--- src/rtl/wgms_pkg.sv ---
// ----------------------------------------------------------------------------
// Windowed gyro statistics package
// Shared widths, reset values, saturation limits and item kinds.
// ----------------------------------------------------------------------------
`default_nettype none

package wgms_pkg;

    localparam int SAMPLE_BITS_DEF = 16;

    // Divider: divisor width and width of the quotient that is kept.
    localparam int DIV_DEN_W = 17;
    localparam int DIV_Q_W   = 24;

    localparam int OUT_DATA_W = 96;

    localparam logic [15:0] WINDOW_TICKS_RST = 16'd1000;
    localparam logic [15:0] WINDOW_FULL      = 16'hFFFF;

    localparam logic [DIV_Q_W-1:0] MEAN_POS_LIM = 24'h7FFFFF;
    localparam logic [DIV_Q_W-1:0] MEAN_NEG_LIM = 24'h800000;
    localparam logic [DIV_Q_W-1:0] STD_LIM      = 24'hFFFFFF;

    // Kind of an input item, carried in the low bits of s_axis_tuser.
    typedef enum logic [1:0] {
        ACT_TICK  = 2'd0,
        ACT_START = 2'd1,
        ACT_STOP  = 2'd2,
        ACT_SPARE = 2'd3
    } t_action;

endpackage

`default_nettype wire

--- src/rtl/wgms_mul.sv ---
// ----------------------------------------------------------------------------
// Serial multiplier
// Unsigned shift-and-add product, one multiplier bit per cycle, MSB first.
// ----------------------------------------------------------------------------
`default_nettype none

module wgms_mul #(
    parameter int SAMPLE_BITS = wgms_pkg::SAMPLE_BITS_DEF
) (
    input  logic                      i_clk,
    input  logic                      i_rst_n,
    input  logic                      i_start,
    input  logic [2*SAMPLE_BITS+15:0] i_a,
    input  logic [SAMPLE_BITS+14:0]   i_b,
    output logic                      o_busy,
    output logic [2*SAMPLE_BITS+29:0] o_product
);

    localparam int A_W   = 2*SAMPLE_BITS + 16;
    localparam int B_W   = SAMPLE_BITS + 15;
    localparam int P_W   = 2*SAMPLE_BITS + 30;
    localparam int CNT_W = $clog2(B_W + 1);

    logic [A_W-1:0]   r_a;
    logic [B_W-1:0]   r_b;
    logic [P_W-1:0]   r_acc;
    logic [P_W-1:0]   n_acc;
    logic [CNT_W-1:0] r_cnt;
    logic             r_busy;

    // Every partial product is bounded by the final one, so the
    // accumulator never needs more bits than the result.
    assign n_acc = {r_acc[P_W-2:0], 1'b0} + (r_b[B_W-1] ? P_W'(r_a) : '0);

    always_ff @(posedge i_clk) begin
        if (!i_rst_n) begin
            r_busy <= 1'b0;
            r_cnt  <= '0;
        end else if (i_start) begin
            r_busy <= 1'b1;
            r_cnt  <= CNT_W'(B_W);
        end else if (r_busy) begin
            r_cnt <= r_cnt - CNT_W'(1);
            if (r_cnt == CNT_W'(1)) begin
                r_busy <= 1'b0;
            end
        end
    end

    always_ff @(posedge i_clk) begin
        if (i_start) begin
            r_a   <= i_a;
            r_b   <= i_b;
            r_acc <= '0;
        end else if (r_busy) begin
            r_acc <= n_acc;
            r_b   <= {r_b[B_W-2:0], 1'b0};
        end
    end

    assign o_busy    = r_busy;
    assign o_product = r_acc;

endmodule

`default_nettype wire

--- src/rtl/wgms_div.sv ---
// ----------------------------------------------------------------------------
// Serial divider
// Restoring division, one quotient bit per cycle, with a sticky overflow
// flag for quotient bits above the kept width, and the final remainder.
// ----------------------------------------------------------------------------
`default_nettype none

module wgms_div #(
    parameter int SAMPLE_BITS = wgms_pkg::SAMPLE_BITS_DEF
) (
    input  logic                           i_clk,
    input  logic                           i_rst_n,
    input  logic                           i_start,
    input  logic [SAMPLE_BITS+24:0]        i_num,
    input  logic [wgms_pkg::DIV_DEN_W-1:0] i_den,
    output logic                           o_busy,
    output logic [wgms_pkg::DIV_Q_W-1:0]   o_quot,
    output logic                           o_ovf,
    output logic [wgms_pkg::DIV_DEN_W-1:0] o_rem
);

    import wgms_pkg::*;

    localparam int NUM_W = SAMPLE_BITS + 25;
    localparam int CNT_W = $clog2(NUM_W + 1);

    logic [NUM_W-1:0]     r_num;
    logic [DIV_DEN_W-1:0] r_den;
    logic [DIV_DEN_W-1:0] r_rem;
    logic [DIV_Q_W-1:0]   r_quot;
    logic                 r_ovf;
    logic [CNT_W-1:0]     r_cnt;
    logic                 r_busy;

    logic [DIV_DEN_W:0]   t_sh;
    logic [DIV_DEN_W:0]   t_diff;
    logic                 t_borrow;
    logic [DIV_DEN_W-1:0] n_rem;

    always_comb begin
        t_sh               = {r_rem, r_num[NUM_W-1]};
        {t_borrow, t_diff} = {1'b0, t_sh} - {2'b00, r_den};
        // Either way the new remainder is below the divisor.
        n_rem = t_borrow ? t_sh[DIV_DEN_W-1:0] : t_diff[DIV_DEN_W-1:0];
    end

    always_ff @(posedge i_clk) begin
        if (!i_rst_n) begin
            r_busy <= 1'b0;
            r_cnt  <= '0;
        end else if (i_start) begin
            r_busy <= 1'b1;
            r_cnt  <= CNT_W'(NUM_W);
        end else if (r_busy) begin
            r_cnt <= r_cnt - CNT_W'(1);
            if (r_cnt == CNT_W'(1)) begin
                r_busy <= 1'b0;
            end
        end
    end

    always_ff @(posedge i_clk) begin
        if (i_start) begin
            r_num  <= i_num;
            r_den  <= i_den;
            r_rem  <= '0;
            r_quot <= '0;
            r_ovf  <= 1'b0;
        end else if (r_busy) begin
            r_num  <= {r_num[NUM_W-2:0], 1'b0};
            r_rem  <= n_rem;
            r_quot <= {r_quot[DIV_Q_W-2:0], ~t_borrow};
            r_ovf  <= r_ovf | r_quot[DIV_Q_W-1];
        end
    end

    assign o_busy = r_busy;
    assign o_quot = r_quot;
    assign o_ovf  = r_ovf;
    assign o_rem  = r_rem;

endmodule

`default_nettype wire

--- src/rtl/wgms_sqrt.sv ---
// ----------------------------------------------------------------------------
// Serial square root
// Restoring integer square root, two radicand bits and one root bit per cycle.
// ----------------------------------------------------------------------------
`default_nettype none

module wgms_sqrt #(
    parameter int SAMPLE_BITS = wgms_pkg::SAMPLE_BITS_DEF
) (
    input  logic                      i_clk,
    input  logic                      i_rst_n,
    input  logic                      i_start,
    input  logic [2*SAMPLE_BITS+45:0] i_value,
    output logic                      o_busy,
    output logic [SAMPLE_BITS+22:0]   o_root
);

    localparam int V_W   = 2*SAMPLE_BITS + 46;
    localparam int RT_W  = SAMPLE_BITS + 23;
    localparam int RM_W  = RT_W + 3;
    localparam int CNT_W = $clog2(RT_W + 1);

    logic [V_W-1:0]   r_val;
    logic [RM_W-1:0]  r_rem;
    logic [RT_W-1:0]  r_root;
    logic [CNT_W-1:0] r_cnt;
    logic             r_busy;

    logic [RM_W-1:0]  t_sh;
    logic [RM_W-1:0]  t_diff;
    logic             t_borrow;

    // The remainder never exceeds twice the root, so its top two bits are
    // always clear before the shift.
    always_comb begin
        t_sh               = {r_rem[RM_W-3:0], r_val[V_W-1 -: 2]};
        {t_borrow, t_diff} = {1'b0, t_sh} - {2'b00, r_root, 2'b01};
    end

    always_ff @(posedge i_clk) begin
        if (!i_rst_n) begin
            r_busy <= 1'b0;
            r_cnt  <= '0;
        end else if (i_start) begin
            r_busy <= 1'b1;
            r_cnt  <= CNT_W'(RT_W);
        end else if (r_busy) begin
            r_cnt <= r_cnt - CNT_W'(1);
            if (r_cnt == CNT_W'(1)) begin
                r_busy <= 1'b0;
            end
        end
    end

    always_ff @(posedge i_clk) begin
        if (i_start) begin
            r_val  <= i_value;
            r_rem  <= '0;
            r_root <= '0;
        end else if (r_busy) begin
            r_val  <= {r_val[V_W-3:0], 2'b00};
            r_rem  <= t_borrow ? t_sh : t_diff;
            r_root <= {r_root[RT_W-2:0], ~t_borrow};
        end
    end

    assign o_busy = r_busy;
    assign o_root = r_root;

endmodule

`default_nettype wire

--- src/rtl/windowed_gyro_mean_stddev_top.sv ---
// ----------------------------------------------------------------------------
// Windowed gyro mean and standard deviation
// Accumulates gyro samples over a tick window and reports mean and spread.
// ----------------------------------------------------------------------------
// Usage:
// Each input item is a 1 ms tick carrying a gyro sample and a temperature,
// or a start or stop command (s_axis_tuser). While measuring, every tick
// with the sensor ready counts and, while the window is not full, is
// added to the window sums. When the elapsed tick count is a multiple of
// the window length one record leaves on the m_axis channel and the
// window is cleared. The window length is written through the cfg
// channel, which is always ready. A tick runs the serial multiplier for
// the sample square and the serial divider that checks the window
// boundary. A tick that closes a window with samples in it then runs the
// divider and multiplier together, the multiplier again, the square root
// and the divider again, one after another.
// The result sits in an output register: new items are taken while it
// waits, and a stalled receiver only holds the block when the next record
// is ready. Reset stops measuring, clears the sums and sets the window to
// 1000 ticks.
// ----------------------------------------------------------------------------
`default_nettype none

module windowed_gyro_mean_stddev_top #(
    parameter int SAMPLE_BITS = wgms_pkg::SAMPLE_BITS_DEF
) (
    input  logic                                  i_clk,
    input  logic                                  i_rst_n,
    // Configuration: window length in ticks.
    input  logic                                  i_cfg_valid,
    output logic                                  o_cfg_ready,
    input  logic [15:0]                           i_cfg_data,
    // tdata: gyro_z, temperature[11:0], sensor_ready, zero padding.
    input  logic                                  s_axis_tvalid,
    output logic                                  s_axis_tready,
    input  logic [((SAMPLE_BITS+20)/8)*8-1:0]     s_axis_tdata,
    // tuser: action[1:0], temp_valid.
    input  logic [2:0]                            s_axis_tuser,
    // tdata: elapsed_ticks[31:0], temp_out[11:0], gyro_mean[23:0],
    // gyro_std[23:0], zero padding.
    output logic                                  m_axis_tvalid,
    input  logic                                  m_axis_tready,
    output logic [wgms_pkg::OUT_DATA_W-1:0]       m_axis_tdata,
    // tuser: temp_out_valid.
    output logic [0:0]                            m_axis_tuser
);

    import wgms_pkg::*;

    localparam int SUM_W = SAMPLE_BITS + 16;
    localparam int SQ_W  = 2*SAMPLE_BITS + 16;
    localparam int MAG_W = SAMPLE_BITS + 15;
    localparam int P_W   = 2*SAMPLE_BITS + 30;
    localparam int V_W   = 2*SAMPLE_BITS + 46;
    localparam int RT_W  = SAMPLE_BITS + 23;
    localparam int NUM_W = SAMPLE_BITS + 25;

    typedef enum logic [3:0] {
        S_IDLE,
        S_TICK_WAIT,
        S_MEAN_GO,
        S_MEAN_WAIT,
        S_SQR_GO,
        S_SQR_WAIT,
        S_ROOT_GO,
        S_ROOT_WAIT,
        S_STD_GO,
        S_STD_WAIT,
        S_OUT
    } t_state;

    t_state r_state;

    logic [15:0]             r_window_ticks;
    logic                    r_measuring;
    logic [31:0]             r_elapsed;
    logic [15:0]             r_window_n;
    logic signed [SUM_W-1:0] r_sum;
    logic [SQ_W-1:0]         r_sq;
    logic                    r_add_sq;
    logic [11:0]             r_temp;
    logic                    r_temp_valid;
    logic [DIV_Q_W-1:0]      r_mean;
    logic [DIV_Q_W-1:0]      r_std;
    logic [P_W-1:0]          r_prod;

    logic                    r_out_valid;
    logic [31:0]             r_out_elapsed;
    logic [11:0]             r_out_temp;
    logic                    r_out_tv;
    logic [DIV_Q_W-1:0]      r_out_mean;
    logic [DIV_Q_W-1:0]      r_out_std;

    // Input fields.
    logic [SAMPLE_BITS-1:0]  s_gyro;
    logic [11:0]             s_temp;
    logic                    s_ready;
    t_action                 s_action;
    logic                    s_tv;
    logic                    in_acc;
    logic                    tick_go;
    logic [SAMPLE_BITS-1:0]  g_mag;

    logic [SUM_W-1:0]        s_abs;
    logic [MAG_W-1:0]        s_mag;
    logic [15:0]             w_eff;
    logic [31:0]             n_elapsed;

    // Shared serial units.
    logic                    mul_start;
    logic [SQ_W-1:0]         mul_a;
    logic [MAG_W-1:0]        mul_b;
    logic                    mul_busy;
    logic [P_W-1:0]          mul_product;

    logic                    div_start;
    logic [NUM_W-1:0]        div_num;
    logic [DIV_DEN_W-1:0]    div_den;
    logic                    div_busy;
    logic [DIV_Q_W-1:0]      div_quot;
    logic                    div_ovf;
    logic [DIV_DEN_W-1:0]    div_rem;

    logic                    sqrt_start;
    logic                    sqrt_busy;
    logic [RT_W-1:0]         sqrt_root;

    logic [DIV_Q_W-1:0]      mean_sat;
    logic [P_W-1:0]          var_diff;
    logic                    var_borrow;
    logic                    out_free;

    assign s_gyro   = s_axis_tdata[SAMPLE_BITS-1:0];
    assign s_temp   = s_axis_tdata[SAMPLE_BITS+11:SAMPLE_BITS];
    assign s_ready  = s_axis_tdata[SAMPLE_BITS+12];
    assign s_action = t_action'(s_axis_tuser[1:0]);
    assign s_tv     = s_axis_tuser[2];

    assign s_axis_tready = (r_state == S_IDLE);
    assign o_cfg_ready   = 1'b1;
    assign in_acc        = s_axis_tvalid && s_axis_tready;
    assign tick_go       = in_acc && (s_action == ACT_TICK) && r_measuring && s_ready;

    assign g_mag     = s_gyro[SAMPLE_BITS-1] ? -s_gyro : s_gyro;
    assign s_abs     = r_sum[SUM_W-1] ? -r_sum : r_sum;
    assign s_mag     = s_abs[MAG_W-1:0];
    assign w_eff     = (r_window_ticks == 16'd0) ? 16'd1 : r_window_ticks;
    assign n_elapsed = r_elapsed + 32'd1;
    assign out_free  = !r_out_valid || m_axis_tready;

    assign {var_borrow, var_diff} = {1'b0, r_prod} - {1'b0, mul_product};

    // Mean rounds half away from zero and saturates to the Q16.8 range.
    always_comb begin
        if (r_sum[SUM_W-1]) begin
            mean_sat = (div_ovf || div_quot > MEAN_NEG_LIM) ? MEAN_NEG_LIM : -div_quot;
        end else begin
            mean_sat = (div_ovf || div_quot[DIV_Q_W-1]) ? MEAN_POS_LIM : div_quot;
        end
    end

    always_comb begin
        mul_start  = 1'b0;
        mul_a      = SQ_W'(g_mag);
        mul_b      = MAG_W'(g_mag);
        div_start  = 1'b0;
        div_num    = NUM_W'(n_elapsed);
        div_den    = {1'b0, w_eff};
        sqrt_start = 1'b0;
        if (tick_go) begin
            mul_start = 1'b1;
            div_start = 1'b1;
        end
        case (r_state)
            S_MEAN_GO: begin
                mul_start = 1'b1;
                mul_a     = r_sq;
                mul_b     = MAG_W'(r_window_n);
                div_start = 1'b1;
                div_num   = NUM_W'({s_mag, 9'd0}) + NUM_W'(r_window_n);
                div_den   = {r_window_n, 1'b0};
            end
            S_SQR_GO: begin
                mul_start = 1'b1;
                mul_a     = SQ_W'(s_mag);
                mul_b     = s_mag;
            end
            S_ROOT_GO: begin
                sqrt_start = 1'b1;
            end
            S_STD_GO: begin
                div_start = 1'b1;
                div_num   = NUM_W'(sqrt_root);
                div_den   = {1'b0, r_window_n};
            end
            default: begin
            end
        endcase
    end

    wgms_mul #(
        .SAMPLE_BITS (SAMPLE_BITS)
    ) u_mul (
        .i_clk     (i_clk),
        .i_rst_n   (i_rst_n),
        .i_start   (mul_start),
        .i_a       (mul_a),
        .i_b       (mul_b),
        .o_busy    (mul_busy),
        .o_product (mul_product)
    );

    wgms_div #(
        .SAMPLE_BITS (SAMPLE_BITS)
    ) u_div (
        .i_clk   (i_clk),
        .i_rst_n (i_rst_n),
        .i_start (div_start),
        .i_num   (div_num),
        .i_den   (div_den),
        .o_busy  (div_busy),
        .o_quot  (div_quot),
        .o_ovf   (div_ovf),
        .o_rem   (div_rem)
    );

    // The standard deviation is isqrt(65536 * D) / n, with D = n*sq - s*s,
    // which equals the floor of the root of the Q16 variance.
    wgms_sqrt #(
        .SAMPLE_BITS (SAMPLE_BITS)
    ) u_sqrt (
        .i_clk   (i_clk),
        .i_rst_n (i_rst_n),
        .i_start (sqrt_start),
        .i_value ({r_prod, 16'd0}),
        .o_busy  (sqrt_busy),
        .o_root  (sqrt_root)
    );

    always_ff @(posedge i_clk) begin
        if (!i_rst_n) begin
            r_state        <= S_IDLE;
            r_window_ticks <= WINDOW_TICKS_RST;
            r_measuring    <= 1'b0;
            r_elapsed      <= '0;
            r_window_n     <= '0;
            r_sum          <= '0;
            r_sq           <= '0;
            r_out_valid    <= 1'b0;
        end else begin
            if (i_cfg_valid) begin
                r_window_ticks <= i_cfg_data;
            end
            // In S_OUT the output register is refilled instead of cleared.
            if (r_out_valid && m_axis_tready && r_state != S_OUT) begin
                r_out_valid <= 1'b0;
            end

            unique case (r_state)
                S_IDLE: begin
                    if (in_acc) begin
                        unique case (s_action)
                            ACT_START: begin
                                if (!r_measuring && s_ready) begin
                                    r_measuring <= 1'b1;
                                    r_elapsed   <= '0;
                                    r_window_n  <= '0;
                                    r_sum       <= '0;
                                    r_sq        <= '0;
                                end
                            end
                            ACT_STOP: begin
                                r_measuring <= 1'b0;
                            end
                            ACT_TICK: begin
                                if (tick_go) begin
                                    r_elapsed    <= n_elapsed;
                                    r_temp       <= s_temp;
                                    r_temp_valid <= s_tv;
                                    // A full window still counts time but
                                    // stops accumulating.
                                    if (r_window_n != WINDOW_FULL) begin
                                        r_window_n <= r_window_n + 16'd1;
                                        r_sum      <= r_sum + SUM_W'(signed'(s_gyro));
                                        r_add_sq   <= 1'b1;
                                    end else begin
                                        r_add_sq   <= 1'b0;
                                    end
                                    r_state <= S_TICK_WAIT;
                                end
                            end
                            default: begin
                            end
                        endcase
                    end
                end
                S_TICK_WAIT: begin
                    if (!mul_busy && !div_busy) begin
                        if (r_add_sq) begin
                            r_sq <= r_sq + SQ_W'(mul_product);
                        end
                        if (div_rem != '0) begin
                            r_state <= S_IDLE;
                        end else if (r_window_n == 16'd0) begin
                            r_mean  <= '0;
                            r_std   <= '0;
                            r_state <= S_OUT;
                        end else begin
                            r_state <= S_MEAN_GO;
                        end
                    end
                end
                S_MEAN_GO: begin
                    r_state <= S_MEAN_WAIT;
                end
                S_MEAN_WAIT: begin
                    if (!mul_busy && !div_busy) begin
                        r_mean  <= mean_sat;
                        r_prod  <= mul_product;
                        r_state <= S_SQR_GO;
                    end
                end
                S_SQR_GO: begin
                    r_state <= S_SQR_WAIT;
                end
                S_SQR_WAIT: begin
                    if (!mul_busy) begin
                        if (var_borrow) begin
                            r_std   <= '0;
                            r_state <= S_OUT;
                        end else begin
                            r_prod  <= var_diff;
                            r_state <= S_ROOT_GO;
                        end
                    end
                end
                S_ROOT_GO: begin
                    r_state <= S_ROOT_WAIT;
                end
                S_ROOT_WAIT: begin
                    if (!sqrt_busy) begin
                        r_state <= S_STD_GO;
                    end
                end
                S_STD_GO: begin
                    r_state <= S_STD_WAIT;
                end
                S_STD_WAIT: begin
                    if (!div_busy) begin
                        r_std   <= div_ovf ? STD_LIM : div_quot;
                        r_state <= S_OUT;
                    end
                end
                S_OUT: begin
                    if (out_free) begin
                        r_out_valid   <= 1'b1;
                        r_out_elapsed <= r_elapsed;
                        r_out_temp    <= r_temp_valid ? r_temp : 12'd0;
                        r_out_tv      <= r_temp_valid;
                        r_out_mean    <= r_mean;
                        r_out_std     <= r_std;
                        r_window_n    <= '0;
                        r_sum         <= '0;
                        r_sq          <= '0;
                        r_state       <= S_IDLE;
                    end
                end
                default: begin
                    r_state <= S_IDLE;
                end
            endcase
        end
    end

    assign m_axis_tvalid = r_out_valid;
    assign m_axis_tdata  = {4'd0, r_out_std, r_out_mean, r_out_temp, r_out_elapsed};
    assign m_axis_tuser  = r_out_tv;

endmodule

`default_nettype wire
--- config.mk ---
export PLATFORM = sky130hd
export DESIGN_NAME = windowed_gyro_mean_stddev_top
export DESIGN_NICKNAME = d
export VERILOG_FILES = /design/src/rtl/wgms_pkg.sv /design/src/rtl/wgms_mul.sv /design/src/rtl/wgms_div.sv /design/src/rtl/wgms_sqrt.sv /design/src/rtl/windowed_gyro_mean_stddev_top.sv
export SDC_FILE = /design/constraint.sdc
export NUM_CORES = 2
export LEC_CHECK = 0
export CELL_PAD_IN_SITES_DETAIL_PLACEMENT = 1
export CELL_PAD_IN_SITES_GLOBAL_PLACEMENT = 1
export CORE_UTILIZATION = 48
export CTS_BUF_LIST = sky130_fd_sc_hd__clkbuf_4
export DETAILED_ROUTE_END_ITERATION = 16
export DONT_BUFFER_PORTS = 1
export GPL_ROUTABILITY_DRIVEN = 0
export PLACE_DENSITY_LB_ADDON = 0.1
export SLEW_MARGIN = 20
export SYNTH_ARGS = -nofsm -noshare
export SYNTH_HDL_FRONTEND = slang
export SYNTH_HIERARCHICAL = 1
export SYNTH_SLANG_ARGS = --single-unit
--- constraint.sdc ---
create_clock -name i_clk -period 9.8 [get_ports i_clk]
set_input_delay 0.49 -clock i_clk [delete_from_list [all_inputs] [get_ports i_clk]]
set_output_delay 0.49 -clock i_clk [all_outputs]
set_load 0.03 [all_outputs]
# Word level (Yosys, flattened, before mapping)
# Cells that the tools add are included.
dict set report totals {
  reg_bits 769
  in_bits 56
  elab_cells 235
}
dict set report op_classes {
  n_addsub 15
  n_lt_le_gt_ge 1
  eq_ne 39
  mux 94
  bitwise 4
  reduce_logical 44
}
# operator n
set op_table {}
lappend op_table {{$mux 48} 7}
lappend op_table {{$mux 24} 11}
lappend op_table {{$mux 32} 6}
lappend op_table {{$pmux 32 s2} 3}
lappend op_table {{$mux 62} 3}
lappend op_table {{$mux 78} 2}
lappend op_table {{$pmux 48 s3} 1}
lappend op_table {{$pmux 62 s2} 1}
lappend op_table {{$mux 16} 7}
lappend op_table {{$pmux 48 s2} 1}
lappend op_table {{$mux 31} 3}
lappend op_table {{$mux 41} 2}
lappend op_table {{$pmux 41 s2} 1}
lappend op_table {{$pmux 24 s3} 1}
lappend op_table {{$pmux 16 s2} 2}
lappend op_table {{$sub 62x62->63} 1}
lappend op_table {{$add 62x62->62} 1}
lappend op_table {{$pmux 31 s2} 1}
lappend op_table {{$add 48x48->48} 1}
lappend op_table {{$mux 4} 12}
lappend op_table {{$pmux 24 s2} 1}
lappend op_table {{$pmux 4 s11} 1}
lappend op_table {{$sub 42x41->43} 1}
lappend op_table {{$add 40x16->41} 1}
lappend op_table {{other kinds (51)} 126}

# Logic depth before layout (Yosys ltp)
dict set report depth {
  word_depth 9
  depth_mapped 19
  depth_no_buf 17
}

# Modules after synthesis
# Netlist, hierarchy kept.
# mod n_inst cells_per_inst area_per_inst_um2 seq_area_each_um2
set modules_own_cells {}
lappend modules_own_cells {windowed_gyro_mean_stddev_top 1 3041 26171.4 9519.1}
lappend modules_own_cells {wgms_sqrt 1 895 9091.2 4063.9}
lappend modules_own_cells {wgms_mul 1 833 8386.8 3733.6}
lappend modules_own_cells {wgms_div 1 438 5083.6 2722.6}

# Worst setup path after synthesis
# OpenSTA, ideal clock, no wires.
dict set report synth_timing {
  kind {input port to flip-flop}
  startpoint {input port i_rst_n}
  endpoint {register r_out_tv (netlist: m_axis_tuser), enable pin}
  arrival_ps 7791
  required_time_ps 9122
  setup_slack_ps 1331
  stages 3
  n_path_buf 2
  cell_sequence {clkbuf_1 -> clkbuf_1 -> nor3b_1}
}
dict set report synth_via {
  elab_chain_len 1
}
# element line
set synth_rtl {}
lappend synth_rtl {{start: declaration} windowed_gyro_mean_stddev_top.sv:28} ;# input logic i_rst_n,
lappend synth_rtl {{$reduce_and 3->1 (no line)} --}
lappend synth_rtl {{end signal: assignment} windowed_gyro_mean_stddev_top.sv:359} ;# r_out_tv <= r_temp_valid;
lappend synth_rtl {{end: declaration} windowed_gyro_mean_stddev_top.sv:90} ;# logic r_out_tv;
# No other way between the ends.
# A chain may end at the register's enable or synchronous reset.

# Worst setup path in the final report
dict set report layout_timing {
  startpoint {register r_prod[0]}
  endpoint {register r_prod[30], enable pin}
}
dict set report layout_via {
  elab_chain_len 3
}
# element line
set layout_rtl {}
lappend layout_rtl {{start: declaration} windowed_gyro_mean_stddev_top.sv:85} ;# logic [P_W-1:0] r_prod;
lappend layout_rtl {{start signal: assignment} windowed_gyro_mean_stddev_top.sv:319} ;# r_prod <= mul_product;
lappend layout_rtl {{start signal: assignment} windowed_gyro_mean_stddev_top.sv:332} ;# r_prod <= var_diff;
lappend layout_rtl {{$sub 62x62->63} windowed_gyro_mean_stddev_top.sv:151} ;# assign {var_borrow, var_diff} = {1'b0, r_prod} - {1'b0, mul_product};
lappend layout_rtl {{$ne 2x2->1 (no line)} --}
lappend layout_rtl {{$reduce_and 5->1 (no line)} --}
# No other way between the ends.

==> key figures <==
Worst setup path
  • Arrival @ worst endpoint: 6.66 ns
  • Crit path kind: flip-flop to flip-flop
  • Crit path to: r_prod[30]
  • Crit. End Element: flip-flop
  • Critical Path Source Type: flip-flop
  • Crit path launch: r_prod[0]
  • Reg2reg start: r_prod[0]
  • FF-to-FF setup slack: 3.87 ns
  • Max FO, Critical Path: 57
  • Crit path required time: 10.53 ns
  • RR Endpoint: r_prod[30]
  • Cells on worst reg2reg path: 15

Timing
  • Clock Skews: 0.0966 ns
  • Worst-Margin Slew: 1.10 ns
  • RSZ-0062 raised after global routing: false
  • Tcrit/Tclk final: 60.5%
  • Final hold viol count: 0
  • Max Freq: 169 MHz
  • Final Slew Violations: 0
  • Post-Route Setup TNS: 0 ns
  • Minimum clock period: 5.93 ns
  • Setup violations, final: 0
  • Max transition margin: 24.9%

Finish
  • Fin nets: 5,631
  • Area growth, synth to finish: 10.4%
  • Multi-input combinational cell area: 26,900 µm²
  • Number of fill cells in the layout: 11,500
  • Layout cells sized above 1: 11.7%
  • FF+latch area: 20,000 µm²
  • Fin area: 53,800 µm²

Route
  • Remaining antenna violation count: 0
  • Overall routed net length: 153 mm
  • Initial DRC Count: 2,358
  • Drt first pass iters: 6
  • Post-DR wirelength/cell: 22.2 µm
  • # DRC: 0
  • Routed vias/inst: 5.94
  • Vias: 40,800

Synth
  • Synth Instances: 5,207
  • Area share of the largest cell type after synthesis: 26.6%
  • Primary FF master, synth: edfxtp_1
  • Syn Area/Cell: 9.36 µm²
  • Async set-reset flop share out of synthesis: 0%
  • Number of library cell types mapped by synthesis: 102
  • YS warnings: 6
  • Leading post-synthesis cells by cell area: edfxtp_1 (27%), dfxtp_1 (15%), ha_1 (6.8%)
  • Number of synthesized flops with an enable pin: 432
  • Register area share after synthesis: 41.1%
  • Area leader, netlist: edfxtp_1
  • Mapped cell area: 48,700 µm²
  • Yosys reg bits: 785

Global routing
  • Initial antenna violation count: 11
  • Tot GR Track Use: 29.5%
  • Gr ovfl total: 0
  • Global Route met2 Usage: 48.7%
  • Number of global-route vias before repair: 41,700
  • First-pass GRT wire length: 239 mm
  • Busiest grt layer: met2
  • GRT met1 Usage: 38.5%
  • Largest net degree at the start of global routing: 108
  • GRT met3 Usage: 4.85%

Pwr
  • Sw frac: 32.2%
  • Clock Power Share: 36.9%
  • Sw Pwr: 0.00278 W
  • Pint: 0.00584 W
  • Part of the power in combinational logic: 20.0%
  • Reg power frac: 43.2%
  • VDD IR max: 0.103 mV
  • Cell Pwr Density: 160 nW/µm²
  • Pleak: 20.9 nW

Clock network
  • Post_cts resized: 0
  • CTS buffer count: 217
  • CTS clk-pin slew, worst paths: 0.07 ns
  • Clock tree root driver cell: clkbuf_4
  • Clk_lat worst skew: 1.17 ns
  • CTS max path bufs: 3
  • CTS Sinks: 785
  • CTS tree: yes
  • # Post-CTS Setup Buffers: 0
  • CTS H-tree depth: 4

Worst hold path
  • Min-Delay Path Class: input pin to flip-flop
  • Hold Path Origin: i_rst_n

Die
  • Die area: 103,000 µm²
  • Die W: 321 µm
  • Core area: 100,000 µm²
  • I/O pins: 156
  • Initial core utilization: 48.6%
  • Std cell rows: 116
  • Die height: 321 µm

Placed design
  • Post-DP HPWL: 107 mm
  • Port bufs: 0
  • DP Area: 49,800 µm²

Outcome
  • Status: complete, no violations

Flow run
  • Max_cap viols: 0
==> cells in the mapped netlist (all sizes together), types with 69 or more instances <==
cell,number
a21o,202
a21oi,280
and2,103
and3,69
clkbuf,240
dfxtp,353
edfxtp,432
ha,265
inv,211
mux2,147
mux2i,133
nand2,480
nand3,123
nor2,408
nor2b,86
nor3,84
o21ai,346
xnor2,188
xor2,157
==> per-stage QoR <==
step | setup slack (ns) | hold slack [ns] | instances | utilization [%] | total power, W
2_1_floorplan | 1.33 | 0.400 | 5226 | - | 0.00499
3_3_place_gp | 4.05 | 0.403 | 6337 | 49.6 | 0.00537
3_5_place_dp | 3.93 | 0.406 | 6338 | 49.6 | 0.00541
4_1_cts | 3.85 | 0.00123 | 6851 | 53.6 | 0.00867
5_1_grt | 3.51 | 0.0290 | 6862 | 53.7 | 0.00907
6_report | 3.87 | 0.0849 | 6866 | 53.7 | 0.00862
==> placed cells by master, fill, tap and decap left out, types with 44 or more instances in the layout <==
cell,count
nor2_1,403
a21o_1,202
nand2_1,477
clkinv_1,48
a21oi_1,277
mux2i_1,133
ha_1,265
dfxtp_1,349
mux2_2,147
nor2b_1,84
clkbuf_4,336
a22oi_1,53
o21ai_0,329
nand2b_1,47
xnor2_1,188
dlygate4sd3_1,102
nand4_1,66
o21bai_1,45
xor2_1,157
edfxtp_1,432
inv_1,209
o21a_1,64
buf_4,44
and3_1,68
and2_1,101
nor3_1,79
nand3_1,121
==> how the worst min path moves through the flow <==
stage                endpoint  slack (ns)  cells past startpoint
5_1_grt         u_mul/r_a[15]        0.03                      4
3_5_place_dp   r_out_mean[12]        0.41                      0
2_1_floorplan   r_out_mean[0]        0.40                      0
4_1_cts         u_mul/r_a[15]       0.001                      4
6_report             r_sq[44]        0.08                      3
3_3_place_gp     r_out_std[7]        0.40                      0
==> metal layers <==
layer  part of all wire (%)  up-vias  wire length [µm]
li1                       -    19400                 -
met1                     45    20200             68400
met2                     47      938             71900
met3                    4.7      319              7110
met4                    3.4       10              5250
met5                  0.042        -                64
==> sequential cells by signal (all words and copies together), names as in the netlist, 12 cells and up <==
register and flops:
r_sum 32, r_out_elapsed 32, u_div/o_quot 24, u_div/o_rem 17, u_mul/r_a 48, r_out_temp 12, r_elapsed 32, r_window_ticks 16
r_mean 24, u_sqrt/o_root 39, r_std 24, r_out_mean 24, r_sq 48, u_mul/r_b 31, r_window_n 16, u_sqrt/r_rem 40
u_div/r_den 17, u_div/r_num 41, u_mul/o_product 62, r_out_std 24, r_temp 12, u_sqrt/r_val 78, r_prod 62
==> cells by family (layout without fill, tap and decap cells) <==
logic type | count (synthesis) | in the layout | share of synthesized area, %
fa+ha+maj | 271 | 271 | 7.05
mux | 280 | 280 | 6.13
flops | 785 | 785 | 41.1
xor+xnor | 345 | 345 | 6.20
other cells | 2 | 35 | 0.0154
compound gates | 1409 | 1409 | 19.4
simple gates | 1614 | 1614 | 16.0
buf+inv | 501 | 770 | 4.08
==> power groups by stage <==
stage	registers (W)	clock network, W	logic [W]
6_report	0.00372	0.00318	0.00172
5_1_grt	0.00373	0.00343	0.00190
4_1_cts	0.00372	0.00326	0.00169
3_5_place_dp	0.00379	0	0.00163
3_3_place_gp	0.00378	0	0.00158
2_1_floorplan	0.00371	0	0.00128
==> worst max-delay path: stages (launching register included) <==
cell and delay [ns]:
edfxtp_1 0.36, inv_1 0.06, ha_1 0.22, fa_1 0.39
nand2b_1 0.24, a211oi_1 0.45, o21ai_1 0.28, a2111oi_0 0.99
nor3_1 0.16, o41ai_1 0.32, buf_4 0.22, a22o_1 0.21
o22ai_1 0.24, nor2_1 0.26, o211a_4 0.31, buf_4 0.72
==> cell type report <==
class	instances	area share, %
flip-flops and latches	785	37.2
clock inverters	74	0.776
clock buffers	336	4.69
repair buffers	149	2.62
diodes	14	0.0651
well taps	1357	3.15
multi-input cells	3940	50.0
inverters	211	1.47
==> timing repair <==
action,CTS,global route
hold endpoints to repair,242,24
hold buffers,103,1
setup endpoints to repair,0,0
No activity file was read; power rests on OpenSTA's default activity.
